**src/rtl/multi_exponential_response_filter_assert.svh**
```systemverilog
// Assertion macros for the multi-exponential response filter.
// Needs clk and rst_n in the including module's scope.
`ifndef MULTI_EXPONENTIAL_RESPONSE_FILTER_ASSERT_SVH
`define MULTI_EXPONENTIAL_RESPONSE_FILTER_ASSERT_SVH

// same-cycle implication
`define MEF_ASSERT_IMP(name, ante, cons, msg) \
  name: assert property (@(posedge clk) disable iff (!rst_n) (ante) |-> (cons)) \
    else $error(msg);

// next-cycle implication
`define MEF_ASSERT_NXT(name, ante, cons, msg) \
  name: assert property (@(posedge clk) disable iff (!rst_n) (ante) |=> (cons)) \
    else $error(msg);

`endif

```
**src/rtl/mef_pkg.sv**
```systemverilog
// Shared constants, register indexes and controller-to-datapath command type
// for the multi-exponential response filter. No dependencies.
package mef_pkg;

  localparam int BOXES_DEF      = 3;
  localparam int COEF_FRAC_DEF  = 16;

  localparam int FORCING_W      = 24;
  localparam int OFFSET_W       = 24;
  localparam int X_W            = FORCING_W + 1;
  localparam int DECAY_W        = 16;
  localparam int GAIN_W         = 17;
  localparam int ACC_W          = 40;
  localparam int RESP_W         = 32;

  localparam int CFG_INDEX_W    = 8;
  localparam int CFG_DATA_W     = 24;
  localparam int REG_BOXES      = 3;
  localparam int REG_DECAY0     = 0;
  localparam int REG_GAIN0      = REG_BOXES;
  localparam int REG_OFFSET     = 2 * REG_BOXES;

  // shared multiplier: accumulator split into 24-bit low and signed high part
  localparam int LO_W           = 24;
  localparam int MUL_A_W        = LO_W + 1;
  localparam int MUL_B_W        = GAIN_W + 1;
  localparam int PROD_W         = MUL_A_W + MUL_B_W;
  localparam int MACC_W         = ACC_W + DECAY_W + 2;
  localparam int SUM_W          = 64;

  typedef logic [2:0] add_op_t;
  localparam add_op_t ADD_NONE    = 3'd0;
  localparam add_op_t ADD_MACC_LO = 3'd1;
  localparam add_op_t ADD_MACC_HI = 3'd2;
  localparam add_op_t ADD_SUM_LO  = 3'd3;
  localparam add_op_t ADD_SUM_HI  = 3'd4;

  typedef struct packed {
    logic    load;
    logic    mul_en;
    logic    mul_hi;
    logic    mul_gain;
    add_op_t add_op;
    logic    upd;
    logic    fin;
  } cmd_t;

endpackage

```
**src/rtl/mef_ctrl.sv**
```systemverilog
// Sequencer for the filter: walks each box through the shared multiplier.
// Depends on mef_pkg and the assertion macro header.
`include "multi_exponential_response_filter_assert.svh"

module mef_ctrl
  import mef_pkg::*;
#(
  parameter int BOXES = BOXES_DEF
) (
  input  logic                clk,
  input  logic                rst_n,
  input  logic                in_tvalid,
  output logic                in_tready,
  input  logic                out_free,
  output cmd_t                cmd,
  output logic [((BOXES > 1) ? $clog2(BOXES) : 1)-1:0] box
);

  localparam int BOX_W = (BOXES > 1) ? $clog2(BOXES) : 1;

  localparam logic [3:0] S_IDLE = 4'd0;
  localparam logic [3:0] S_D0   = 4'd1;
  localparam logic [3:0] S_D1   = 4'd2;
  localparam logic [3:0] S_D2   = 4'd3;
  localparam logic [3:0] S_UPD  = 4'd4;
  localparam logic [3:0] S_G0   = 4'd5;
  localparam logic [3:0] S_G1   = 4'd6;
  localparam logic [3:0] S_G2   = 4'd7;
  localparam logic [3:0] S_FIN  = 4'd8;

  logic [3:0]       state_r, state_nxt;
  logic [BOX_W-1:0] box_r, box_nxt;
  logic             last_box;

  assign last_box  = (box_r == BOX_W'(BOXES - 1));
  assign in_tready = (state_r == S_IDLE);
  assign box       = box_r;

  always_comb begin
    state_nxt    = state_r;
    box_nxt      = box_r;
    cmd          = '0;
    cmd.add_op   = ADD_NONE;
    unique case (state_r)
      S_IDLE: begin
        if (in_tvalid) begin
          cmd.load  = 1'b1;
          box_nxt   = '0;
          state_nxt = S_D0;
        end
      end
      S_D0: begin
        cmd.mul_en = 1'b1;
        state_nxt  = S_D1;
      end
      S_D1: begin
        cmd.mul_en = 1'b1;
        cmd.mul_hi = 1'b1;
        cmd.add_op = ADD_MACC_LO;
        state_nxt  = S_D2;
      end
      S_D2: begin
        cmd.add_op = ADD_MACC_HI;
        state_nxt  = S_UPD;
      end
      S_UPD: begin
        cmd.upd   = 1'b1;
        state_nxt = S_G0;
      end
      S_G0: begin
        cmd.mul_en   = 1'b1;
        cmd.mul_gain = 1'b1;
        state_nxt    = S_G1;
      end
      S_G1: begin
        cmd.mul_en   = 1'b1;
        cmd.mul_gain = 1'b1;
        cmd.mul_hi   = 1'b1;
        cmd.add_op   = ADD_SUM_LO;
        state_nxt    = S_G2;
      end
      S_G2: begin
        cmd.add_op = ADD_SUM_HI;
        if (last_box) begin
          state_nxt = S_FIN;
        end else begin
          box_nxt   = box_r + BOX_W'(1);
          state_nxt = S_D0;
        end
      end
      S_FIN: begin
        if (out_free) begin
          cmd.fin   = 1'b1;
          state_nxt = S_IDLE;
        end
      end
      default: begin
        state_nxt = S_IDLE;
      end
    endcase
  end

  always_ff @(posedge clk) begin
    if (!rst_n) begin
      state_r <= S_IDLE;
      box_r   <= '0;
    end else begin
      state_r <= state_nxt;
      box_r   <= box_nxt;
    end
  end

  `MEF_ASSERT_NXT(a_load_starts_box0, cmd.load, (state_r == S_D0) && (box_r == '0), "load must start at box 0")
  `MEF_ASSERT_IMP(a_fin_needs_slot, cmd.fin, out_free, "result issued into a full output slot")
  `MEF_ASSERT_IMP(a_box_in_range, state_r != S_IDLE, box_r <= BOX_W'(BOXES - 1), "box index out of range")

endmodule

```
**src/rtl/mef_dp.sv**
```systemverilog
// Datapath: accumulator bank, shared 25x18 multiplier, rounding, clipping and
// the output register. Depends on mef_pkg and the assertion macro header.
`include "multi_exponential_response_filter_assert.svh"

module mef_dp
  import mef_pkg::*;
#(
  parameter int BOXES          = BOXES_DEF,
  parameter int COEF_FRAC_BITS = COEF_FRAC_DEF
) (
  input  logic                              clk,
  input  logic                              rst_n,
  input  cmd_t                              cmd,
  input  logic [((BOXES > 1) ? $clog2(BOXES) : 1)-1:0] box,
  input  logic signed [FORCING_W-1:0]       forcing,
  input  logic                              start_series,
  input  logic [BOXES-1:0][DECAY_W-1:0]     decay,
  input  logic [BOXES-1:0][GAIN_W-1:0]      gain,
  input  logic signed [OFFSET_W-1:0]        forcing_offset,
  input  logic                              out_ready,
  output logic                              out_free,
  output logic                              out_valid,
  output logic signed [RESP_W-1:0]          response,
  output logic                              saturated
);

  localparam int BOX_W  = (BOXES > 1) ? $clog2(BOXES) : 1;
  localparam int HI_W   = ACC_W - LO_W;
  localparam logic signed [MACC_W-1:0] RND_M   = MACC_W'(1) <<< (COEF_FRAC_BITS - 1);
  localparam logic signed [SUM_W-1:0]  RND_S   = SUM_W'(1) <<< (COEF_FRAC_BITS - 1);
  localparam logic signed [MACC_W-1:0] ACC_MAX = (MACC_W'(1) <<< (ACC_W - 1)) - MACC_W'(1);
  localparam logic signed [MACC_W-1:0] ACC_MIN = -ACC_MAX - MACC_W'(1);
  localparam logic signed [SUM_W-1:0]  OUT_MAX = (SUM_W'(1) <<< (RESP_W - 1)) - SUM_W'(1);
  localparam logic signed [SUM_W-1:0]  OUT_MIN = -OUT_MAX - SUM_W'(1);

  logic signed [ACC_W-1:0]   acc_r [BOXES];
  logic signed [X_W-1:0]     x_r;
  logic signed [PROD_W-1:0]  p_r;
  logic signed [MACC_W-1:0]  macc_r;
  logic signed [SUM_W-1:0]   sum_r;
  logic                      sat_r;
  logic                      out_valid_r;
  logic signed [RESP_W-1:0]  out_data_r;
  logic                      out_sat_r;

  logic signed [ACC_W-1:0]   acc_cur;
  logic signed [MUL_A_W-1:0] mul_a;
  logic signed [MUL_B_W-1:0] mul_b;
  logic signed [PROD_W-1:0]  prod;
  logic signed [MACC_W-1:0]  p_m;
  logic signed [SUM_W-1:0]   p_s;
  logic signed [MACC_W-1:0]  dec_m;
  logic signed [MACC_W-1:0]  upd_m;
  logic signed [ACC_W-1:0]   acc_new;
  logic                      acc_clip;
  logic signed [SUM_W-1:0]   res_s;
  logic signed [RESP_W-1:0]  res_new;
  logic                      res_clip;

  assign acc_cur = acc_r[box];
  assign mul_a   = cmd.mul_hi
                 ? {{(MUL_A_W - HI_W){acc_cur[ACC_W-1]}}, acc_cur[ACC_W-1:LO_W]}
                 : {{(MUL_A_W - LO_W){1'b0}}, acc_cur[LO_W-1:0]};
  assign mul_b   = cmd.mul_gain
                 ? {{(MUL_B_W - GAIN_W){1'b0}}, gain[box]}
                 : {{(MUL_B_W - DECAY_W){1'b0}}, decay[box]};
  assign prod    = mul_a * mul_b;

  assign p_m = {{(MACC_W - PROD_W){p_r[PROD_W-1]}}, p_r};
  assign p_s = {{(SUM_W - PROD_W){p_r[PROD_W-1]}}, p_r};

  always_comb begin
    dec_m    = (macc_r + RND_M) >>> COEF_FRAC_BITS;
    upd_m    = dec_m + {{(MACC_W - X_W){x_r[X_W-1]}}, x_r};
    acc_clip = 1'b1;
    if (upd_m > ACC_MAX) begin
      acc_new = ACC_MAX[ACC_W-1:0];
    end else if (upd_m < ACC_MIN) begin
      acc_new = ACC_MIN[ACC_W-1:0];
    end else begin
      acc_new  = upd_m[ACC_W-1:0];
      acc_clip = 1'b0;
    end
  end

  always_comb begin
    res_s    = (sum_r + RND_S) >>> COEF_FRAC_BITS;
    res_clip = 1'b1;
    if (res_s > OUT_MAX) begin
      res_new = OUT_MAX[RESP_W-1:0];
    end else if (res_s < OUT_MIN) begin
      res_new = OUT_MIN[RESP_W-1:0];
    end else begin
      res_new  = res_s[RESP_W-1:0];
      res_clip = 1'b0;
    end
  end

  always_ff @(posedge clk) begin
    if (cmd.mul_en) begin
      p_r <= prod;
    end
    if (cmd.load) begin
      x_r   <= {forcing[FORCING_W-1], forcing}
             + {{(X_W - OFFSET_W){forcing_offset[OFFSET_W-1]}}, forcing_offset};
      sum_r <= '0;
    end else begin
      unique case (cmd.add_op)
        ADD_MACC_LO: macc_r <= p_m;
        ADD_MACC_HI: macc_r <= macc_r + (p_m <<< LO_W);
        ADD_SUM_LO:  sum_r  <= sum_r + p_s;
        ADD_SUM_HI:  sum_r  <= sum_r + (p_s <<< LO_W);
        default: begin
        end
      endcase
    end
    if (cmd.fin) begin
      out_data_r <= res_new;
      out_sat_r  <= sat_r | res_clip;
    end
  end

  always_ff @(posedge clk) begin
    if (!rst_n) begin
      for (int i = 0; i < BOXES; i++) begin
        acc_r[i] <= '0;
      end
      sat_r       <= 1'b0;
      out_valid_r <= 1'b0;
    end else begin
      for (int i = 0; i < BOXES; i++) begin
        if (cmd.load && start_series) begin
          acc_r[i] <= '0;
        end else if (cmd.upd && (box == BOX_W'(i))) begin
          acc_r[i] <= acc_new;
        end
      end
      if (cmd.load) begin
        sat_r <= 1'b0;
      end else if (cmd.upd && acc_clip) begin
        sat_r <= 1'b1;
      end
      if (cmd.fin) begin
        out_valid_r <= 1'b1;
      end else if (out_ready) begin
        out_valid_r <= 1'b0;
      end
    end
  end

  assign out_free  = !out_valid_r || out_ready;
  assign out_valid = out_valid_r;
  assign response  = out_data_r;
  assign saturated = out_sat_r;

  `MEF_ASSERT_NXT(a_fin_sets_valid, cmd.fin, out_valid_r, "result not presented after finish")
  `MEF_ASSERT_NXT(a_load_clears_sat, cmd.load, !sat_r, "clip flag not cleared at load")
  `MEF_ASSERT_NXT(a_start_clears_acc, cmd.load && start_series, acc_r[0] == '0, "start did not clear accumulators")

endmodule

```
**src/rtl/multi_exponential_response_filter.sv**
```systemverilog
// Top level of the multi-exponential response filter: configuration registers
// and the stream ports. Depends on mef_pkg, mef_ctrl and mef_dp.
//
// Bank of first-order recursive filters sharing one 25x18 multiplier. Each box
// is walked through states: two multiplier passes for the decay product (low and
// high accumulator halves), one to merge the partial products, a round/add/clip
// update, two passes for the gain product and one to add the last partial
// product. A finish state then rounds and clips the response. The controller
// returns to idle between requests, and a request is accepted only in idle. One
// request is in flight at a time; a finished result sits in an output register so
// the next request is accepted while it waits, and a result that finds that
// register still full waits in the finish state until it is free or being read.
// Configuration is written through the cfg_ port, always ready, and must only
// change while the filter is idle.
module multi_exponential_response_filter
  import mef_pkg::*;
#(
  parameter int BOXES          = BOXES_DEF,
  parameter int COEF_FRAC_BITS = COEF_FRAC_DEF
) (
  input  logic                   clk,
  input  logic                   rst_n,
  input  logic                   in_tvalid,
  output logic                   in_tready,
  input  logic [FORCING_W-1:0]   in_tdata,   // [23:0] forcing
  input  logic                   in_tuser,   // [0] start_series
  output logic                   out_tvalid,
  input  logic                   out_tready,
  output logic [RESP_W-1:0]      out_tdata,  // [31:0] response
  output logic                   out_tuser,  // [0] saturated
  input  logic                   cfg_valid,
  output logic                   cfg_ready,
  input  logic [CFG_INDEX_W-1:0] cfg_index,
  input  logic [CFG_DATA_W-1:0]  cfg_data
);

  localparam int BOX_W = (BOXES > 1) ? $clog2(BOXES) : 1;

  logic [BOXES-1:0][DECAY_W-1:0] decay_r;
  logic [BOXES-1:0][GAIN_W-1:0]  gain_r;
  logic signed [OFFSET_W-1:0]    offset_r;

  cmd_t                          cmd;
  logic [BOX_W-1:0]              box;
  logic                          out_free;
  logic signed [RESP_W-1:0]      response;

  assign cfg_ready = 1'b1;

  always_ff @(posedge clk) begin
    if (!rst_n) begin
      decay_r  <= '0;
      gain_r   <= '0;
      offset_r <= '0;
    end else if (cfg_valid) begin
      for (int b = 0; b < BOXES; b++) begin
        if (b < REG_BOXES) begin
          if (cfg_index == CFG_INDEX_W'(REG_DECAY0 + b)) begin
            decay_r[b] <= cfg_data[DECAY_W-1:0];
          end
          if (cfg_index == CFG_INDEX_W'(REG_GAIN0 + b)) begin
            gain_r[b] <= cfg_data[GAIN_W-1:0];
          end
        end
      end
      if (cfg_index == CFG_INDEX_W'(REG_OFFSET)) begin
        offset_r <= cfg_data[OFFSET_W-1:0];
      end
    end
  end

  mef_ctrl #(
    .BOXES(BOXES)
  ) u_ctrl (
    .clk      (clk),
    .rst_n    (rst_n),
    .in_tvalid(in_tvalid),
    .in_tready(in_tready),
    .out_free (out_free),
    .cmd      (cmd),
    .box      (box)
  );

  mef_dp #(
    .BOXES         (BOXES),
    .COEF_FRAC_BITS(COEF_FRAC_BITS)
  ) u_dp (
    .clk           (clk),
    .rst_n         (rst_n),
    .cmd           (cmd),
    .box           (box),
    .forcing       (in_tdata),
    .start_series  (in_tuser),
    .decay         (decay_r),
    .gain          (gain_r),
    .forcing_offset(offset_r),
    .out_ready     (out_tready),
    .out_free      (out_free),
    .out_valid     (out_tvalid),
    .response      (response),
    .saturated     (out_tuser)
  );

  assign out_tdata = response;

endmodule

```
**config.mk**
```make
export PLATFORM = sky130hd
export DESIGN_NAME = multi_exponential_response_filter
export DESIGN_NICKNAME = d
export VERILOG_FILES = /design/src/rtl/mef_pkg.sv /design/src/rtl/mef_ctrl.sv /design/src/rtl/mef_dp.sv /design/src/rtl/multi_exponential_response_filter.sv
export VERILOG_INCLUDE_DIRS = /design/src /design/src/rtl
export SDC_FILE = /design/constraint.sdc
export NUM_CORES = 2
export LEC_CHECK = 0
export BUFFER_PORTS_ARGS = -buffer_cell sky130_fd_sc_hd__buf_4
export CAP_MARGIN = 15
export CORE_MARGIN = 4
export CORE_UTILIZATION = 59
export DETAILED_ROUTE_END_ITERATION = 6
export GPL_TIMING_DRIVEN = 0
export PLACE_DENSITY = 0.76
export SETUP_SLACK_MARGIN = 0.4
export SLEW_MARGIN = 20
export SYNTH_ARGS = -nofsm -noshare
export SYNTH_HDL_FRONTEND = slang
export SYNTH_SLANG_ARGS = --single-unit
```
**constraint.sdc**
```tcl
create_clock -name clk -period 20.2 [get_ports clk]
set_input_delay 3.03 -clock clk [delete_from_list [all_inputs] [get_ports clk]]
set_output_delay 3.03 -clock clk [all_outputs]
set_load 0.005 [all_outputs]
```
# ---- After elaboration in Yosys (flattened, before gate mapping)
# Memories as Yosys holds them, arrays and structs flattened. A register that Yosys moved wholly into a read port is not among the register bits.
# Cells that the tools add are included.
dict set report totals {
  ff_bits 354
  latchBits 0
  ram_bits 120
  mem_bits_ro 0
  in_bits 62
  mem_count 1
}
# name depth width read_ports rd_clocked_by_memory_dff write_ports line_no
set mem_list {}
lappend mem_list {u_dp.acc_r 3 40 1 1 3 mef_dp.sv:36} ;# logic signed [ACC_W-1:0] acc_r [BOXES];
dict set report classes {
  n_addsub 8
  n_mul 1
  div 0
  order_cmp 5
  n_eq_ne 23
  n_shift 0
  mux 57
  bitwise 9
  reduce_logical 28
}
# cell n
set op_table {}
lappend op_table {{$mux 40} 8}
lappend op_table {{$pmux 64 s2} 1}
lappend op_table {{$pmux 58 s2} 1}
lappend op_table {{$add 64x17->64 const B} 1}
lappend op_table {{$add 64x43->64} 1}
lappend op_table {{$add 64x64->64} 1}
lappend op_table {{$add 58x17->58 const B} 1}
lappend op_table {{$add 58x58->58} 1}
lappend op_table {{$gt 58x40->1 const B} 1}
lappend op_table {{$lt 58x40->1 const B} 1}
lappend op_table {{$gt 48x32->1 const B} 1}
lappend op_table {{$lt 48x32->1 const B} 1}
lappend op_table {{$add 42x25->43} 1}
lappend op_table {{$mul 25x18->43} 1}
lappend op_table {{$pmux 4 s9} 1}
lappend op_table {{$bmux 17 s2} 1}
lappend op_table {{$mux 17} 2}
lappend op_table {{$bmux 16 s2} 1}
lappend op_table {{$mux 32} 1}
lappend op_table {{$mux 1} 30}
lappend op_table {{$add 24x24->25} 1}
lappend op_table {{$mux 25} 1}
lappend op_table {{$eq 8x3->1 const B} 3}
lappend op_table {{$reduce_and 2->1} 9}
lappend op_table {{31 further kinds} 60}

# ---- Logic depth before layout (Yosys ltp)
dict set report logic_depth {
  word_depth 8
  ltp_mapped 34
  ltp_nobuf 29
}

# ---- Hierarchy
# Synthesis repeated with hierarchy kept, for this count alone.
dict set report unflattened {
  cells_unflattened 5036
  area_unflattened_um2 45295.9
}
# module instances cells_each area_per_inst_um2
set modules_own_cells {}
lappend modules_own_cells {mef_dp 1 4555 40412.5}
lappend modules_own_cells {multi_exponential_response_filter 1 436 4506.8}
lappend modules_own_cells {mef_ctrl 1 45 376.6}

# ---- Worst setup path before layout
# No wires, ideal clock.
dict set report synth_path {
  path_kind {reg-to-reg}
  startpoint {reg u_ctrl.state_r[1]}
  endpoint {reg u_dp.p_r[32] (data pin)}
  arrival_time_ns 8.203
  required_ns 19.926
  setup_slack_ns 11.723
  stages_incl_launch_ff 31
  path_buffers 4
  period_less_slack_ns 8.477
  cell_sequence {dfxtp_1 > clkbuf_1 > xnor2_1 > or3b_2 > clkbuf_1 > clkbuf_1 > mux4_2 > a21oi_1 > clkbuf_1 > nor2_1 > fa_1 > inv_1 > fa_1 > fa_1 > fa_1 > inv_1 > fa_1 > inv_1 > fa_1 > inv_1 > ha_1 > a21oi_1 > o21ai_0 > or3_1 > o21ai_0 > a311oi_1 > o211ai_1 > nand2_1 > a21oi_1 > mux2i_1 > o2111ai_1}
}
dict set report synth_between {
  elab_chain_len 5
  elab_cells_between_ends 10
  classes_between {mul (1); eq/ne (3); mux (4); reduce/logical (2)}
}
# element line_no
set synth_lines {}
lappend synth_lines {{start: declaration} mef_ctrl.sv:31} ;# logic [3:0] state_r, state_nxt;
lappend synth_lines {{start signal: assignment} mef_ctrl.sv:108} ;# state_r <= state_nxt;
lappend synth_lines {{$eq 4x2->1 / $eq 4x3->1 (equally long branches)} mef_ctrl.sv:44} ;# unique case (state_r)
lappend synth_lines {{$reduce_or 2->1 (no line)} n/a}
lappend synth_lines {{$mux 1} mef_ctrl.sv:44}
lappend synth_lines {{$mux 25 / $mux 17 (equally long branches)} {mef_dp.sv:62, mef_dp.sv:65}}
lappend synth_lines {{$mul 25x18->43 *} mef_dp.sv:67} ;# assign prod = mul_a * mul_b;
lappend synth_lines {{via u_dp.prod[32]} mef_dp.sv:49} ;# logic signed [PROD_W-1:0] prod;
lappend synth_lines {{end signal: assignment} mef_dp.sv:101} ;# p_r <= prod;
lappend synth_lines {{end: declaration} mef_dp.sv:38} ;# logic signed [PROD_W-1:0] p_r;
# Mark *: on every way through the listed nets, which the timed path passes. The rest lies on a longest branch.
# A chain may end at the register's enable or synchronous reset.

# ---- Worst setup path in the final report
# Same ends and word-level chain as after synthesis.

==> results.py <==
metrics = {
    "run_status": {
        "outcome": "complete, but fails checks",
        "violations": "DRC",
    },
    "power": {
        "max-vdd-ir-drop_uv": 80.1,
        "p_per_area_nw_per_um2": 63.0,
        "p_sw_uw": 1180,
        "combPwrFrac_pct": 31.8,
        "internal-power_uw": 1980,
        "pwr-share-clk_pct": 30.6,
        "p_seq_share_pct": 37.7,
        "p_sw_share_pct": 37.4,
        "leakage_uw": 0.0220,
    },
    "synthesis": {
        "synth_edf_count": 264,
        "synth_fp_nets": 6022,
        "ys_seq_area_share_pct": 25.7,
        "synth_ff_type": "edfxtp_1",
        "yosysWarningCount": 0,
        "synth_cell_types": 87,
        "ys_ff_latch": 461,
        "synth_area_um2": 46300,
        "synth_area_per_cell_um2": 8.85,
        "synth_cells": 5229,
        "postSynth.asyncResetShare_pct": 0,
    },
    "grt": {
        "grtUsageMet1_pct": 43.0,
        "grt_max_degree": 32,
        "grt_pass1_wl_mm": 219,
        "overflow": 0,
        "antenna_found_initial": 8,
        "grt_usage_pct": 34.1,
        "gr-usage-met3_pct": 8.01,
        "use_met2_pct": 52.9,
        "grt_pass1_vias": 38800,
        "top_usage_layer": "met2",
    },
    "final_layout": {
        "layout_commonest_cell": "nand2_1",
        "final_cell_mix": "nand2_1, inv_1, nor2_1",
        "multi_input_area_um2": 31400,
        "final_cell_area_um2": 50300,
        "nFillCells": 6516,
        "nNetsFinal": 6181,
        "fin_util_pct": 64.8,
        "seq_area_um2": 11900,
        "drive_above_1_share_pct": 5.82,
        "area_growth_pct": 8.71,
    },
    "drt": {
        "drt_wl_total_mm": 142,
        "wl_per_cell_um": 21.9,
        "drt-initial-drc-count": 3845,
        "drcViolationCount": 1,
        "drt-vias-per-instance": 6.08,
        "final_antenna_net_count": 0,
        "dr.pass1.iters": 7,
        "routed-via-count": 39300,
    },
    "sta": {
        "holdWs_ns": 0.460,
        "clock_skew_ns": 0.0534,
        "slew_violations": 0,
        "finalSetupViolCount": 0,
        "post-route-period-util_pct": 53.7,
        "slew_headroom_pct": 16.6,
        "period_minus_slack_ns": 10.84,
        "hold_viol": 0,
        "worstMarginPinSlew_ns": 1.23,
        "finalSetupTns_ns": 0,
        "rsz0062_at_grt": "no",
        "clock.fmax_mhz": 92.2,
    },
    "floorplanning": {
        "ios": 98,
        "core_um2": 77600,
        "die_x_um": 288,
        "start_util_pct": 59.6,
        "chipHeight_um": 288,
        "row_count": 102,
        "die_area_um2": 82900,
    },
    "clocking": {
        "clockBufferDepth": 3,
        "ctsHoldBuffers": 0,
        "cts_made_buffers": 51,
        "cts_tree": "built",
        "clk_latency_ns": 0.64,
        "cts.clk_slew.worst_paths_ns": 0.06,
        "ctsResizeCount": 0,
        "postCtsSetupBuffers": 0,
        "cts_root_buf": "clkbuf_16",
        "cts.sinks": 461,
        "htreeDepth": 2,
    },
    "place": {
        "io_buffer_count": 96,
        "hpwl_mm": 114,
        "dpl_cell_area_um2": 48600,
        "place.gp.congestion": 1.01,
    },
    "flow_run": {
        "cap_violations": 0,
    },
    "setup_path": {
        "critical_path_required_ns": 20.52,
        "cp_max_fo": 10,
        "path_common_cell": "fa_1",
        "cpMaxStageDelayCell": "a21oi_1",
        "worstSetupStartpointType": "flip-flop",
        "critPathCaptureType": "flip-flop",
        "cp_data_arrival_time_ns": 11.16,
        "worst-setup-path-type": "flip-flop to flip-flop",
        "max_stage_delay_ns": 0.65,
    },
    "min_path": {
        "hp-class": "flip-flop to flip-flop",
    },
}
## registers in the layout, indices dropped and copies added (netlist names), named ones only
signal and count:
u_dp.acc_r 120, u_dp.sum_r 64, gain_r 51, decay_r 48, u_dp.macc_r 43, u_dp.p_r 43, u_dp.response 32, u_dp.x_r 25
offset_r 24, u_ctrl.state_r 4, u_ctrl.box 2, u_dp.out_valid 1, u_dp.sat_r 1, u_dp.saturated 1
## power by group through the flow
stage | Combinational (uW) | Clock, uW | Sequential (uW)
finish | 1010 | 968 | 1190
global route | 1090 | 1010 | 1190
CTS | 982 | 972 | 1190
detailed placement | 974 | 0 | 1210
global placement | 946 | 0 | 1210
floorplan | 692 | 0 | 1150
## stage by stage
step                power (uW)  cells  setup slack [ns]
floorplan                 1840   5229             11.72
global placement          2160   6365              9.74
detailed placement        2180   6375              9.52
CTS                       3140   6470              9.47
global route              3290   6470              8.86
finish                    3170   6472              9.36
## worst paths after layout
| kind | from | endpoint | slack [ns] | cells after the start |
|---|---|---|---|---|
| max | u_ctrl.state_r[1] | u_dp.p_r[32] | 9.36 | 30 |
| min | u_dp.sum_r[9] | u_dp.sum_r[9] | 0.46 | 2 |
| max reg2reg | u_ctrl.state_r[1] | u_dp.p_r[32] | 9.36 | 30 |
| min reg2reg | u_dp.sum_r[9] | u_dp.sum_r[9] | 0.46 | 2 |
## cells by family after synthesis
family | count (synthesis) | synth area share, %
buffers and inverters | 809 | 6.65
XOR/XNOR | 288 | 5.45
AO/OA/AOI/OAI | 1199 | 16.3
flip-flops | 461 | 25.7
adder cells (fa/ha/maj) | 731 | 26.6
AND/OR/NAND/NOR | 1627 | 16.1
other | 1 | 0.00811
multiplexers | 113 | 3.28
## synth_stat cells (all sizes together) (67+ instances only)
master    n  area, um2
nand2   655       2460
nor2    434       1650
inv     583       2190
a21boi   98        736
o21ai   342       1720
nor2b    67        419
nand3    91        455
clkbuf  198        743
mux2i    82        821
a21oi   309       1550
ha      310       3880
xnor2   186       1630
fa      421       8430
xor2    102        893
a21o    132        991
edfxtp  264       7930
dfxtp   197       3940
## final cells by class
| type | instances | share of cell area, % |
|---|---|---|
| sequential | 461 | 23.6 |
| antenna | 2 | 0.00995 |
| timing repair buffer | 106 | 1.81 |
| buffer | 225 | 1.76 |
| clock inverter | 35 | 0.786 |
| clock buffer | 60 | 2.64 |
| inverter | 584 | 4.36 |
| tap | 1040 | 2.59 |
| multi-input combinational | 3959 | 62.4 |
## critical path, delay by kind of cell, from the launching register on
family	cells	cell delay (ns)
compound gates	8	2.67
xor+xnor	1	0.27
fa+ha+maj	7	3.54
buf+inv	8	2.15
flops	1	0.31
mux	2	0.68
simple gates	4	0.91
## layer usage
layer / up-vias / share of wire [%]
met3: 497 / 10
met5: - / 0.10
met2: 1930 / 43
li1: 18100 / -
met4: 10 / 8.2
met1: 18800 / 38
No activity file was read; power rests on OpenSTA's default activity.
